### config.mk
export PLATFORM = sky130hd
export DESIGN_NAME = filled_circle_span_generator_flat
export DESIGN_NICKNAME = d
export VERILOG_FILES = /design/src/fcsg_pkg.sv /design/src/fcsg_if.sv /design/src/filled_circle_span_generator.sv /design/src/fcsg_sqrt.sv /design/src/flat_wrapper.sv
export SDC_FILE = /design/constraint.sdc
export NUM_CORES = 1
export LEC_CHECK = 0
export BUFFER_PORTS_ARGS = -buffer_cell sky130_fd_sc_hd__buf_2
export CAP_MARGIN = 10
export CORE_ASPECT_RATIO = 2
export CORE_MARGIN = 10
export CORE_UTILIZATION = 60
export CTS_CLUSTER_SIZE = 10
export DETAILED_ROUTE_END_ITERATION = 16
export GPL_ROUTABILITY_DRIVEN = 0
export HOLD_SLACK_MARGIN = 0.06
export PLACE_DENSITY = 0.81
export SLEW_MARGIN = 5
export SYNTH_ARGS = -nofsm -noshare
export SYNTH_HDL_FRONTEND = slang
export SYNTH_SLANG_ARGS = --single-unit
export TNS_END_PERCENT = 30
### constraint.sdc
create_clock -name clk -period 6.8 [get_ports clk]
set_input_delay 0.34 -clock clk [delete_from_list [all_inputs] [get_ports clk]]
set_output_delay 0.34 -clock clk [all_outputs]
set_load 0.005 [all_outputs]
### src/fcsg_pkg.sv
`timescale 1ns / 1ps
// ----------------------------------------------------------------------------
// fcsg_pkg - shared types and constants for the filled circle span generator
// Holds field widths, the sequencer state type, the root unit's widths and its handshake types.
// ----------------------------------------------------------------------------
package fcsg_pkg;

  // payload field widths
  localparam int unsigned CoordW  = 11;
  localparam int unsigned RadiusW = 5;
  localparam int unsigned ColorW  = 16;
  localparam int unsigned SpanXW  = 8;
  localparam int unsigned SpanYW  = 8;
  localparam int unsigned SpanWW  = 6;

  // radicand is r*r - dy*dy, at most 31*31
  localparam int unsigned RadW  = 2 * RadiusW;
  // square root of the radicand fits the radius width
  localparam int unsigned RootW = RadiusW;
  // bit index of the digit-by-digit root
  localparam int unsigned StepW = $clog2(RootW);

  // row sequencer states
  typedef enum logic [2:0] {
    ST_IDLE,
    ST_SQUARE,
    ST_ROOT,
    ST_CLIP,
    ST_SEND
  } fcsg_state_t;

  // handshake between sequencer and root unit
  typedef struct packed {
    logic            start;
    logic [RadW-1:0] value;
  } fcsg_root_req_t;

  typedef struct packed {
    logic             done;
    logic [RootW-1:0] root;
  } fcsg_root_rsp_t;

endpackage

### src/fcsg_if.sv
`timescale 1ns / 1ps
// ----------------------------------------------------------------------------
// fcsg_if - channel interfaces of the filled circle span generator
// Circle input channel and span output channel, valid/ready handshake.
// ----------------------------------------------------------------------------
interface fcsg_circle_if;
  logic                                valid;
  logic                                ready;
  logic signed [fcsg_pkg::CoordW-1:0]  center_x;
  logic signed [fcsg_pkg::CoordW-1:0]  center_y;
  logic        [fcsg_pkg::RadiusW-1:0] radius;
  logic        [fcsg_pkg::ColorW-1:0]  fill_color;

  modport source (output valid, center_x, center_y, radius, fill_color, input ready);
  modport sink   (input valid, center_x, center_y, radius, fill_color, output ready);
endinterface

interface fcsg_span_if;
  logic                               valid;
  logic                               ready;
  logic [fcsg_pkg::SpanXW-1:0]        span_x;
  logic [fcsg_pkg::SpanYW-1:0]        span_y;
  logic [fcsg_pkg::SpanWW-1:0]        span_width;
  logic                               visible;
  logic [fcsg_pkg::ColorW-1:0]        span_color;
  logic                               last;

  modport source (output valid, span_x, span_y, span_width, visible, span_color, last,
                  input ready);
  modport sink   (input valid, span_x, span_y, span_width, visible, span_color, last,
                  output ready);
endinterface

### src/filled_circle_span_generator.sv
`timescale 1ns / 1ps
// ----------------------------------------------------------------------------
// filled_circle_span_generator - one clipped span per row of a filled circle
//
//   channel  role    handshake     payload
//   circle   sink    valid/ready   center_x, center_y, radius, fill_color
//   span     source  valid/ready   span_x, span_y, span_width, visible,
//                                  span_color, last
//
// A circle of radius r yields 2*r+1 spans, rows dy = -r .. +r in order.
// Each row passes through a square step, five root steps in the shared root unit,
// a result step, a clip step and a send step, where it waits while the span sink
// holds ready low. circle.ready is high only while no circle is in work.
// Synchronous reset.
// ----------------------------------------------------------------------------
module filled_circle_span_generator #(
  parameter int SCREEN_WIDTH  = 240,
  parameter int SCREEN_HEIGHT = 240,
  parameter int MAX_RADIUS    = 31
) (
  input  logic        clk,
  input  logic        rst,
  fcsg_circle_if.sink circle,
  fcsg_span_if.source span
);

  localparam int unsigned CalcW = 13;
  localparam logic signed [CalcW-1:0] ScrW = CalcW'(SCREEN_WIDTH);
  localparam logic signed [CalcW-1:0] ScrH = CalcW'(SCREEN_HEIGHT);
  localparam logic [fcsg_pkg::RadiusW-1:0] RadMax = fcsg_pkg::RadiusW'(MAX_RADIUS);

  fcsg_pkg::fcsg_state_t state, state_next;

  // circle registers
  logic signed [fcsg_pkg::CoordW-1:0]   cx;
  logic signed [fcsg_pkg::CoordW-1:0]   cy;
  logic        [fcsg_pkg::RadiusW-1:0]  r;
  logic        [fcsg_pkg::ColorW-1:0]   color;
  logic        [fcsg_pkg::RadW-1:0]     rr;
  logic signed [fcsg_pkg::RadiusW:0]    dy;

  // span output register
  logic [fcsg_pkg::SpanXW-1:0] out_x;
  logic [fcsg_pkg::SpanYW-1:0] out_y;
  logic [fcsg_pkg::SpanWW-1:0] out_w;
  logic                        out_vis;
  logic [fcsg_pkg::ColorW-1:0] out_color;
  logic                        out_last;

  fcsg_pkg::fcsg_root_req_t root_req;
  fcsg_pkg::fcsg_root_rsp_t root_rsp;

  logic                          root_start;
  logic                          circle_fire;
  logic                          span_fire;
  logic                          row_last;
  logic [fcsg_pkg::RadiusW-1:0]  r_sat;
  logic [fcsg_pkg::RadiusW-1:0]  dy_abs;
  logic [fcsg_pkg::RadW-1:0]     dy_sq;

  logic signed [CalcW-1:0] x0, y0, w0, x1, w1, w2;
  logic                    vis0, vis1;

  assign circle_fire = circle.valid && circle.ready;
  assign span_fire   = span.valid && span.ready;
  assign row_last    = (dy == $signed({1'b0, r}));

  // saturate radius, magnitude of row offset
  always_comb begin
    r_sat  = (circle.radius > RadMax) ? RadMax : circle.radius;
    dy_abs = dy[fcsg_pkg::RadiusW] ? fcsg_pkg::RadiusW'(-dy) : dy[fcsg_pkg::RadiusW-1:0];
    dy_sq  = fcsg_pkg::RadW'(dy_abs) * fcsg_pkg::RadW'(dy_abs);
  end

  // radicand r*r - dy*dy goes to the root unit
  assign root_req = {root_start, rr - dy_sq};

  fcsg_sqrt u_sqrt (
    .clk (clk),
    .rst (rst),
    .req (root_req),
    .rsp (root_rsp)
  );

  // span endpoints and clipping against the screen
  always_comb begin
    x0   = CalcW'(cx) - CalcW'({1'b0, root_rsp.root});
    y0   = CalcW'(cy) + CalcW'(dy);
    w0   = CalcW'({1'b0, root_rsp.root, 1'b1});
    vis0 = !((y0 < 0) || (y0 >= ScrH) || (x0 >= ScrW));
    if (x0 < 0) begin
      x1 = '0;
      w1 = w0 + x0;
    end else begin
      x1 = x0;
      w1 = w0;
    end
    vis1 = vis0 && (w1 > 0);
    w2   = ((x1 + w1) > ScrW) ? (ScrW - x1) : w1;
  end

  // next state
  always_comb begin
    state_next = state;
    case (state)
      fcsg_pkg::ST_IDLE:   if (circle_fire) state_next = fcsg_pkg::ST_SQUARE;
      fcsg_pkg::ST_SQUARE: state_next = fcsg_pkg::ST_ROOT;
      fcsg_pkg::ST_ROOT:   if (root_rsp.done) state_next = fcsg_pkg::ST_CLIP;
      fcsg_pkg::ST_CLIP:   state_next = fcsg_pkg::ST_SEND;
      fcsg_pkg::ST_SEND: begin
        if (span_fire) begin
          state_next = row_last ? fcsg_pkg::ST_IDLE : fcsg_pkg::ST_SQUARE;
        end
      end
      default:             state_next = fcsg_pkg::ST_IDLE;
    endcase
  end

  // state outputs
  always_comb begin
    circle.ready = 1'b0;
    span.valid   = 1'b0;
    root_start   = 1'b0;
    case (state)
      fcsg_pkg::ST_IDLE:   circle.ready = 1'b1;
      fcsg_pkg::ST_SQUARE: root_start   = 1'b1;
      fcsg_pkg::ST_SEND:   span.valid   = 1'b1;
      default: begin
        circle.ready = 1'b0;
        span.valid   = 1'b0;
        root_start   = 1'b0;
      end
    endcase
  end

  // state register
  always_ff @(posedge clk) begin
    if (rst) begin
      state <= fcsg_pkg::ST_IDLE;
    end else begin
      state <= state_next;
    end
  end

  // circle capture and row stepping
  always_ff @(posedge clk) begin
    if (circle_fire) begin
      cx    <= circle.center_x;
      cy    <= circle.center_y;
      color <= circle.fill_color;
      r     <= r_sat;
      rr    <= fcsg_pkg::RadW'(r_sat) * fcsg_pkg::RadW'(r_sat);
      dy    <= -$signed({1'b0, r_sat});
    end else if (span_fire && !row_last) begin
      dy <= dy + (fcsg_pkg::RadiusW + 1)'(1);
    end
  end

  // span output register
  always_ff @(posedge clk) begin
    if (state == fcsg_pkg::ST_CLIP) begin
      out_last <= row_last;
      out_vis  <= vis1;
      if (vis1) begin
        out_x     <= x1[fcsg_pkg::SpanXW-1:0];
        out_y     <= y0[fcsg_pkg::SpanYW-1:0];
        out_w     <= w2[fcsg_pkg::SpanWW-1:0];
        out_color <= color;
      end else begin
        out_x     <= '0;
        out_y     <= '0;
        out_w     <= '0;
        out_color <= '0;
      end
    end
  end

  assign span.span_x     = out_x;
  assign span.span_y     = out_y;
  assign span.span_width = out_w;
  assign span.visible    = out_vis;
  assign span.span_color = out_color;
  assign span.last       = out_last;

endmodule

### src/fcsg_sqrt.sv
`timescale 1ns / 1ps
// ----------------------------------------------------------------------------
// fcsg_sqrt - iterative floor square root
// Digit-by-digit root, one result bit per cycle from the top bit down, using
// one small squaring multiplier and a compare.
// ----------------------------------------------------------------------------
module fcsg_sqrt (
  input  logic                     clk,
  input  logic                     rst,
  input  fcsg_pkg::fcsg_root_req_t req,
  output fcsg_pkg::fcsg_root_rsp_t rsp
);

  logic                               busy;
  logic [fcsg_pkg::StepW-1:0]         step;
  logic [fcsg_pkg::RadW-1:0]          value;
  logic [fcsg_pkg::RootW-1:0]         root;
  logic                               done;

  logic [fcsg_pkg::RootW-1:0]         trial;
  logic [fcsg_pkg::RadW-1:0]          trial_sq;

  // trial root with the current bit set, and its square
  always_comb begin
    trial    = root | (fcsg_pkg::RootW'(1) << step);
    trial_sq = fcsg_pkg::RadW'(trial) * fcsg_pkg::RadW'(trial);
  end

  // control
  always_ff @(posedge clk) begin
    if (rst) begin
      busy <= 1'b0;
      done <= 1'b0;
      step <= '0;
    end else begin
      done <= busy && (step == '0);
      if (req.start) begin
        busy <= 1'b1;
        step <= fcsg_pkg::StepW'(fcsg_pkg::RootW - 1);
      end else if (busy) begin
        if (step == '0) begin
          busy <= 1'b0;
        end else begin
          step <= step - 1'b1;
        end
      end
    end
  end

  // datapath
  always_ff @(posedge clk) begin
    if (req.start) begin
      value <= req.value;
      root  <= '0;
    end else if (busy && (trial_sq <= value)) begin
      root <= trial;
    end
  end

  assign rsp.done = done;
  assign rsp.root = root;

endmodule

### src/flat_wrapper.sv
// flat-port wrapper written by rule: the top's interface ports become plain ports
module filled_circle_span_generator_flat 
#(
  parameter int SCREEN_WIDTH  = 240,
  parameter int SCREEN_HEIGHT = 240,
  parameter int MAX_RADIUS    = 31
)
  (clk, rst, circle_valid, circle_center_x, circle_center_y, circle_radius, circle_fill_color, circle_ready, span_valid, span_span_x, span_span_y, span_span_width, span_visible, span_span_color, span_last, span_ready);
  fcsg_circle_if circle_i ();
  fcsg_span_if span_i ();
  input  logic clk;
  input  logic rst;
  input wire logic [$bits(circle_i.valid)-1:0] circle_valid;
  input wire logic [$bits(circle_i.center_x)-1:0] circle_center_x;
  input wire logic [$bits(circle_i.center_y)-1:0] circle_center_y;
  input wire logic [$bits(circle_i.radius)-1:0] circle_radius;
  input wire logic [$bits(circle_i.fill_color)-1:0] circle_fill_color;
  output wire logic [$bits(circle_i.ready)-1:0] circle_ready;
  output wire logic [$bits(span_i.valid)-1:0] span_valid;
  output wire logic [$bits(span_i.span_x)-1:0] span_span_x;
  output wire logic [$bits(span_i.span_y)-1:0] span_span_y;
  output wire logic [$bits(span_i.span_width)-1:0] span_span_width;
  output wire logic [$bits(span_i.visible)-1:0] span_visible;
  output wire logic [$bits(span_i.span_color)-1:0] span_span_color;
  output wire logic [$bits(span_i.last)-1:0] span_last;
  input wire logic [$bits(span_i.ready)-1:0] span_ready;
  assign circle_i.valid = circle_valid;
  assign circle_i.center_x = circle_center_x;
  assign circle_i.center_y = circle_center_y;
  assign circle_i.radius = circle_radius;
  assign circle_i.fill_color = circle_fill_color;
  assign circle_ready = circle_i.ready;
  assign span_valid = span_i.valid;
  assign span_span_x = span_i.span_x;
  assign span_span_y = span_i.span_y;
  assign span_span_width = span_i.span_width;
  assign span_visible = span_i.visible;
  assign span_span_color = span_i.span_color;
  assign span_last = span_i.last;
  assign span_i.ready = span_ready;
  filled_circle_span_generator #(.SCREEN_WIDTH(SCREEN_WIDTH), .SCREEN_HEIGHT(SCREEN_HEIGHT), .MAX_RADIUS(MAX_RADIUS)) u_core (.clk(clk), .rst(rst), .circle(circle_i), .span(span_i));
endmodule
After elaboration in Yosys (flattened, before gate mapping). Cells that the tools add are included.

Bits in writable memories: 0. Bits in latches: 0. Memories kept: 0. Logic and storage cells: 91. Input bits: 47. Memory bits (read-only): 0. Register bits after elaboration: 122.

Div/mod/pow operators: 0. $mul: 3. $add $sub $neg: 10. Bitwise operators: 2. Shift-type cells: 1. Equality and inequality tests: 9. Mux-type cells: 21. Reductions and logical operators: 18. Order comparisons: 8.

Operator list (number): 5-bit by 5-bit multiplier with 10-bit output (3); 13-bit two-way mux (2); 12-bit by 9-bit >= comparator with 1-bit output (second input constant) (2); 12-bit by 1-bit < comparator with 1-bit output (second input constant) (2); 3-bit two-way mux (6); 6-bit two-way mux (3); 3-bit one-hot mux with 5 select lines (1); 13-bit adder (1); 7-bit by 12-bit adder with 13-bit output (1); 13-bit by 1-bit greater-than comparator with 1-bit output (second input constant) (1); 13-bit by 9-bit greater-than comparator with 1-bit output (second input constant) (1); 11-bit by 6-bit adder with 12-bit output (1); 11-bit by 6-bit subtractor with 12-bit output (1); 10-bit <= comparator (1); 5-bit two-way mux (2); 10-bit subtractor (1); 1-bit two-way mux (7); 6-bit by 2-bit adder with 6-bit output (second input constant) (1); 3-bit by 2-bit equality test with 1-bit output (second input constant) (2); 6-bit equality test (1); 1-bit logical AND (6); 3-bit zero test (2); 2-bit by 1-bit != test with 1-bit output (second input constant) (3); 5-bit negator with 6-bit output (1); 16 further kinds (20).

Logic depth before layout (Yosys ltp).
Depth in word-level cells: 6. Mapped depth: 27. Mapped depth without buffers: 27.

Cells and area by module. A second synthesis with hierarchy kept.

Cell total of the unflattened synthesis: 842. Area total of the unflattened synthesis: 8515.7 µm².

By module, submodules not included: filled_circle_span_generator (area an instance 6905.4 µm², cells an instance 670, times used 1, sequential area each 2972.9 µm²); fcsg_sqrt (area an instance 1610.3 µm², cells an instance 172, times used 1, sequential area each 500.5 µm²).

Least setup slack after synthesis. OpenSTA, ideal clock, no wires.

Kind: register to register. Start point: register u_core.u_sqrt.step[0] (netlist bit). End point: register u_core.u_sqrt.root[1] (netlist bit). Path buffers: 0. Library setup time: 189 ps. Cell stages (with the launch flop): 27. Path slack: 1757 ps. Data required time: 6611 ps. Arrival: 4854 ps. Cells stage by stage: dfxtp_1 inv_1 ha_1 nor2b_1 or2_2 inv_1 nor2_1 fa_1 inv_1 fa_1 inv_1 ha_1 a21o_1 ha_1 inv_1 o21bai_1 a21o_1 a21o_1 a21oi_1 xnor2_1 ha_1 nand4_1 o31ai_1 o31ai_1 and2_1 nor2_1 nor3_1.

Word-level cells in the longest chain between the ends: 5.

RTL lines: start: declaration (line fcsg_sqrt.sv:15) `logic [fcsg_pkg::StepW-1:0] step;`; start signal: assignment (line fcsg_sqrt.sv:39) `step <= fcsg_pkg::StepW'(fcsg_pkg::RootW - 1);`; start signal: assignment (line fcsg_sqrt.sv:44) `step <= step - 1'b1;`; 1-bit by 3-bit left shift with 5-bit output (*) (line fcsg_sqrt.sv:25) `trial = root | (fcsg_pkg::RootW'(1) << step);`; 5-bit bitwise OR (*) (line fcsg_sqrt.sv:25); 5-bit by 5-bit multiplier with 10-bit output (line fcsg_sqrt.sv:26) `trial_sq = fcsg_pkg::RadW'(trial) * fcsg_pkg::RadW'(trial);`; 10-bit <= comparator (line fcsg_sqrt.sv:55) `end else if (busy && (trial_sq <= value)) begin`; 1-bit logical AND (line fcsg_sqrt.sv:55); end signal: assignment (line fcsg_sqrt.sv:56) `root <= trial;`; end: declaration (line fcsg_sqrt.sv:17) `logic [fcsg_pkg::RootW-1:0] root;`.

Every way passes the cells marked *; elsewhere a longest branch is shown, timed or not. A chain may end at the register's enable or synchronous reset.

Worst setup path after layout.
Start point: register u_core.u_sqrt.root[0] (netlist bit). End point: register u_core.out_w (netlist bit u_core.span.span_width[2]), data pin.

Word-level cells in the longest chain between the ends: 6.

RTL lines: 11-bit by 6-bit subtractor with 12-bit output (line filled_circle_span_generator.sv:87) `x0 = CalcW'(cx) - CalcW'({1'b0, root_rsp.root});`; 7-bit by 12-bit adder with 13-bit output / 12-bit by 1-bit < comparator with 1-bit output (equally long branches) (line filled_circle_span_generator.sv:93, filled_circle_span_generator.sv:91); 13-bit two-way mux (line filled_circle_span_generator.sv:91) `if (x0 < 0) begin`; 13-bit adder (line filled_circle_span_generator.sv:99) `w2 = ((x1 + w1) > ScrW) ? (ScrW - x1) : w1;`; 13-bit by 9-bit greater-than comparator with 1-bit output (line filled_circle_span_generator.sv:99); 6-bit two-way mux (line filled_circle_span_generator.sv:99); end signal: assignment (line filled_circle_span_generator.sv:167) `out_w <= w2[fcsg_pkg::SpanWW-1:0];`; end: declaration (line filled_circle_span_generator.sv:45) `logic [fcsg_pkg::SpanWW-1:0] out_w;`.

Parallel ways exist; a longest one is shown, timed or not.

==> flow_summary.json <==
{
  "clock_latency_ns": 0.43,
  "period_share_pct": 83.7,
  "core-area_um2": 13800,
  "synth_nets": 977,
  "crit_required_ns": 6.97,
  "grt.total_usage_pct": 21.3,
  "cts.sinks": 120,
  "rsz0062_at_grt": "false",
  "maxCapViolCount": 0,
  "place_hpwl_um": 15600,
  "fmax_mhz": 176,
  "wirelength_um": 20700,
  "synth_top_area_share_pct": 38.2,
  "cts_setup_buffers": 0,
  "yosysUniqueCellTypes": 60,
  "crit_path_max_fanout": 6,
  "ys_ff_latch": 120,
  "grt_pass1_vias": 6757,
  "drc": 0,
  "reg2reg_slack_ns": 1.11,
  "multi_input_area_um2": 4510,
  "io_pins": 89,
  "overflow": 0,
  "wl_per_cell_um": 18.6,
  "antenna_cells": 0,
  "io_buffers": 88,
  "final_antenna_net_count": 0,
  "antenna_found_initial": 0,
  "dp_slack_ns": 1.20,
  "final_hold_viol_count": 0,
  "cts_buffers": 17,
  "final_common_cell": "edfxtp_1",
  "synthCells": 826,
  "tightest_slew_ns": 1.18,
  "drive_gt1_share_pct": 16.7,
  "die_y_um": 187,
  "num_vias": 6455,
  "yosys_warnings": 0,
  "synth_edf_count": 107,
  "seq_area_um2": 3470,
  "setup_ws_ns": 1.11,
  "slew_violations": 0,
  "synthFlopType": "edfxtp_1",
  "cts_root_buffer": "clkbuf_16",
  "skew_ns": 0.0122,
  "synth_seq_area_share_pct": 41.3,
  "critPathLaunchType": "register",
  "synth_area_per_cell_um2": 10.2,
  "die_w_um": 104,
  "hold_path_class": "in -> reg",
  "syn_area_um2": 8400,
  "grt_max_degree": 53,
  "timing.final.crit_period_ns": 5.69,
  "fill_cells": 1022,
  "first_pass_iters": 10,
  "cts.path.max_buffers": 2,
  "syn_to_final_growth_pct": 14.6,
  "crit_type": "reg -> reg",
  "first_iter_violations": 399,
  "powerDensity_nw_per_um2": 321,
  "yosys.area.top_type": "edfxtp_1",
  "setup_viol": 0,
  "tns_ns": 0,
  "layout_common_cells": "edfxtp_1, buf_2, ha_1, inv_1, nor2_1",
  "start_util_pct": 60.8,
  "rows": 61,
  "synthTopCellsByArea": "edfxtp_1, ha_1, xnor2_1",
  "status": "completed",
  "peakVddDrop_uv": 282,
  "slew_headroom_pct": 21.2,
  "cts_tree": "yes",
  "grt_pass1_wl_um": 33000,
  "worstSetupEndpointType": "register",
  "cp.arrival_ns": 5.86,
  "layout.nets": 1064,
  "p_leak_nw": 4.16,
  "postCtsResizedCells": 0,
  "holdBufCountCts": 0,
  "path_clk_slew_ns": 0.07,
  "die-area_um2": 19400,
  "htree_num_levels": 4,
  "synthArstFlopShare_pct": 0,
  "viasPerCell": 5.79
}
## through the flow
stage               power [mW]  hold WS [ns]  util (%)  instances  cell area [um2]
detailed placement        2.17         0.506      65.4       1083             9040
global route              3.30        0.0665      69.7       1115             9640
finish                    3.10        0.0853      69.7       1115             9640
global placement          2.12         0.499      65.4       1083             9040
floorplan                 1.92         0.439         -        826             8400
CTS                       3.10        0.0792      69.7       1115             9640
## kinds of logic (layout without fill, tap and decap cells)
group	after synthesis	in the layout	synth area share (%)
multiplexers	12	12	1.49
buffers and inverters	113	213	5.09
XOR/XNOR	70	70	7.52
AO/OA/AOI/OAI	151	151	12.4
AND/OR/NAND/NOR	256	256	15.1
flip-flops	120	120	41.3
adder cells (fa/ha/maj)	104	104	17.1
## path summary, 6_finish.rpt
check,end,start,cells after the start
worst max-delay path,u_core.span.span_width[2],u_core.u_sqrt.root[0],22
worst min-delay path,u_core.color[4],circle_fill_color[4],1
worst max register to register,u_core.span.span_width[2],u_core.u_sqrt.root[0],22
worst min register to register,u_core.span.span_color[8],u_core.color[8],1
## layout make-up
type,count,area share [%]
well taps,189,2.45
inverters,85,3.31
flip-flops and latches,120,36.0
repair buffers,96,5.19
clock buffers,17,4.42
multi-input cells,593,46.8
clock inverters,15,1.78
## power by group
| group | switching [mW] | leakage [nW] | total [mW] | internal, mW |
|---|---|---|---|---|
| Sequential | 0.0536 | 1.06 | 0.990 | 0.936 |
| Combinational | 0.665 | 2.81 | 1.20 | 0.533 |
| Clock | 0.412 | 0.294 | 0.908 | 0.497 |
| Total | 1.13 | 4.16 | 3.10 | 1.97 |
## state kept, by name, summed over array words and instances (netlist names), 3 cells and up
name	cells
u_core.color	16
u_core.cx	11
u_core.cy	11
u_core.dy	6
u_core.r	4
u_core.rr	9
u_core.span.span_color	16
u_core.span.span_width	6
u_core.span.span_x	8
u_core.span.span_y	8
u_core.state	3
u_core.u_sqrt.root	5
u_core.u_sqrt.step	3
u_core.u_sqrt.value	10
## layer usage
metal / track usage, % / part of all wire [%] / vias to the layer above
li1: - / - / 3072
met3: 3.93 / 3.8 / 85
met1: 17.1 / 30 / 3067
met2: 44.1 / 60 / 231
met4: 13.0 / 5.8 / 0
met5: 0 / 0 / -
## critical path: stages, from the launching register on
cell,delay [ns]
dfxtp_1,0.39
ha_1,0.28
fa_1,0.42
nor2b_1,0.20
o21ai_0,0.11
nand2b_1,0.18
xnor2_1,0.27
inv_1,0.09
ha_1,0.36
o211a_1,0.16
o31a_1,0.17
nor2_1,0.07
xor2_1,0.14
mux2i_1,0.33
ha_1,0.34
a21oi_1,0.23
o21ai_0,0.26
o2111ai_1,0.27
nand3_1,0.13
xor2_1,0.16
a211o_1,0.31
o31ai_4,0.44
mux2i_1,0.14
## Yosys cell counts (10+ instances only)
master,n
dfxtp_1,13
xnor2_1,44
a21o_1,14
nand3_1,10
a21oi_1,44
fa_1,18
nor2_1,75
ha_1,86
nand2_1,53
nor2b_1,19
inv_1,85
and2_1,27
edfxtp_1,107
nor3_1,26
clkbuf_1,24
xor2_1,25
o21ai_0,23
o21bai_1,11
Power figures use the tool's default switching activity.
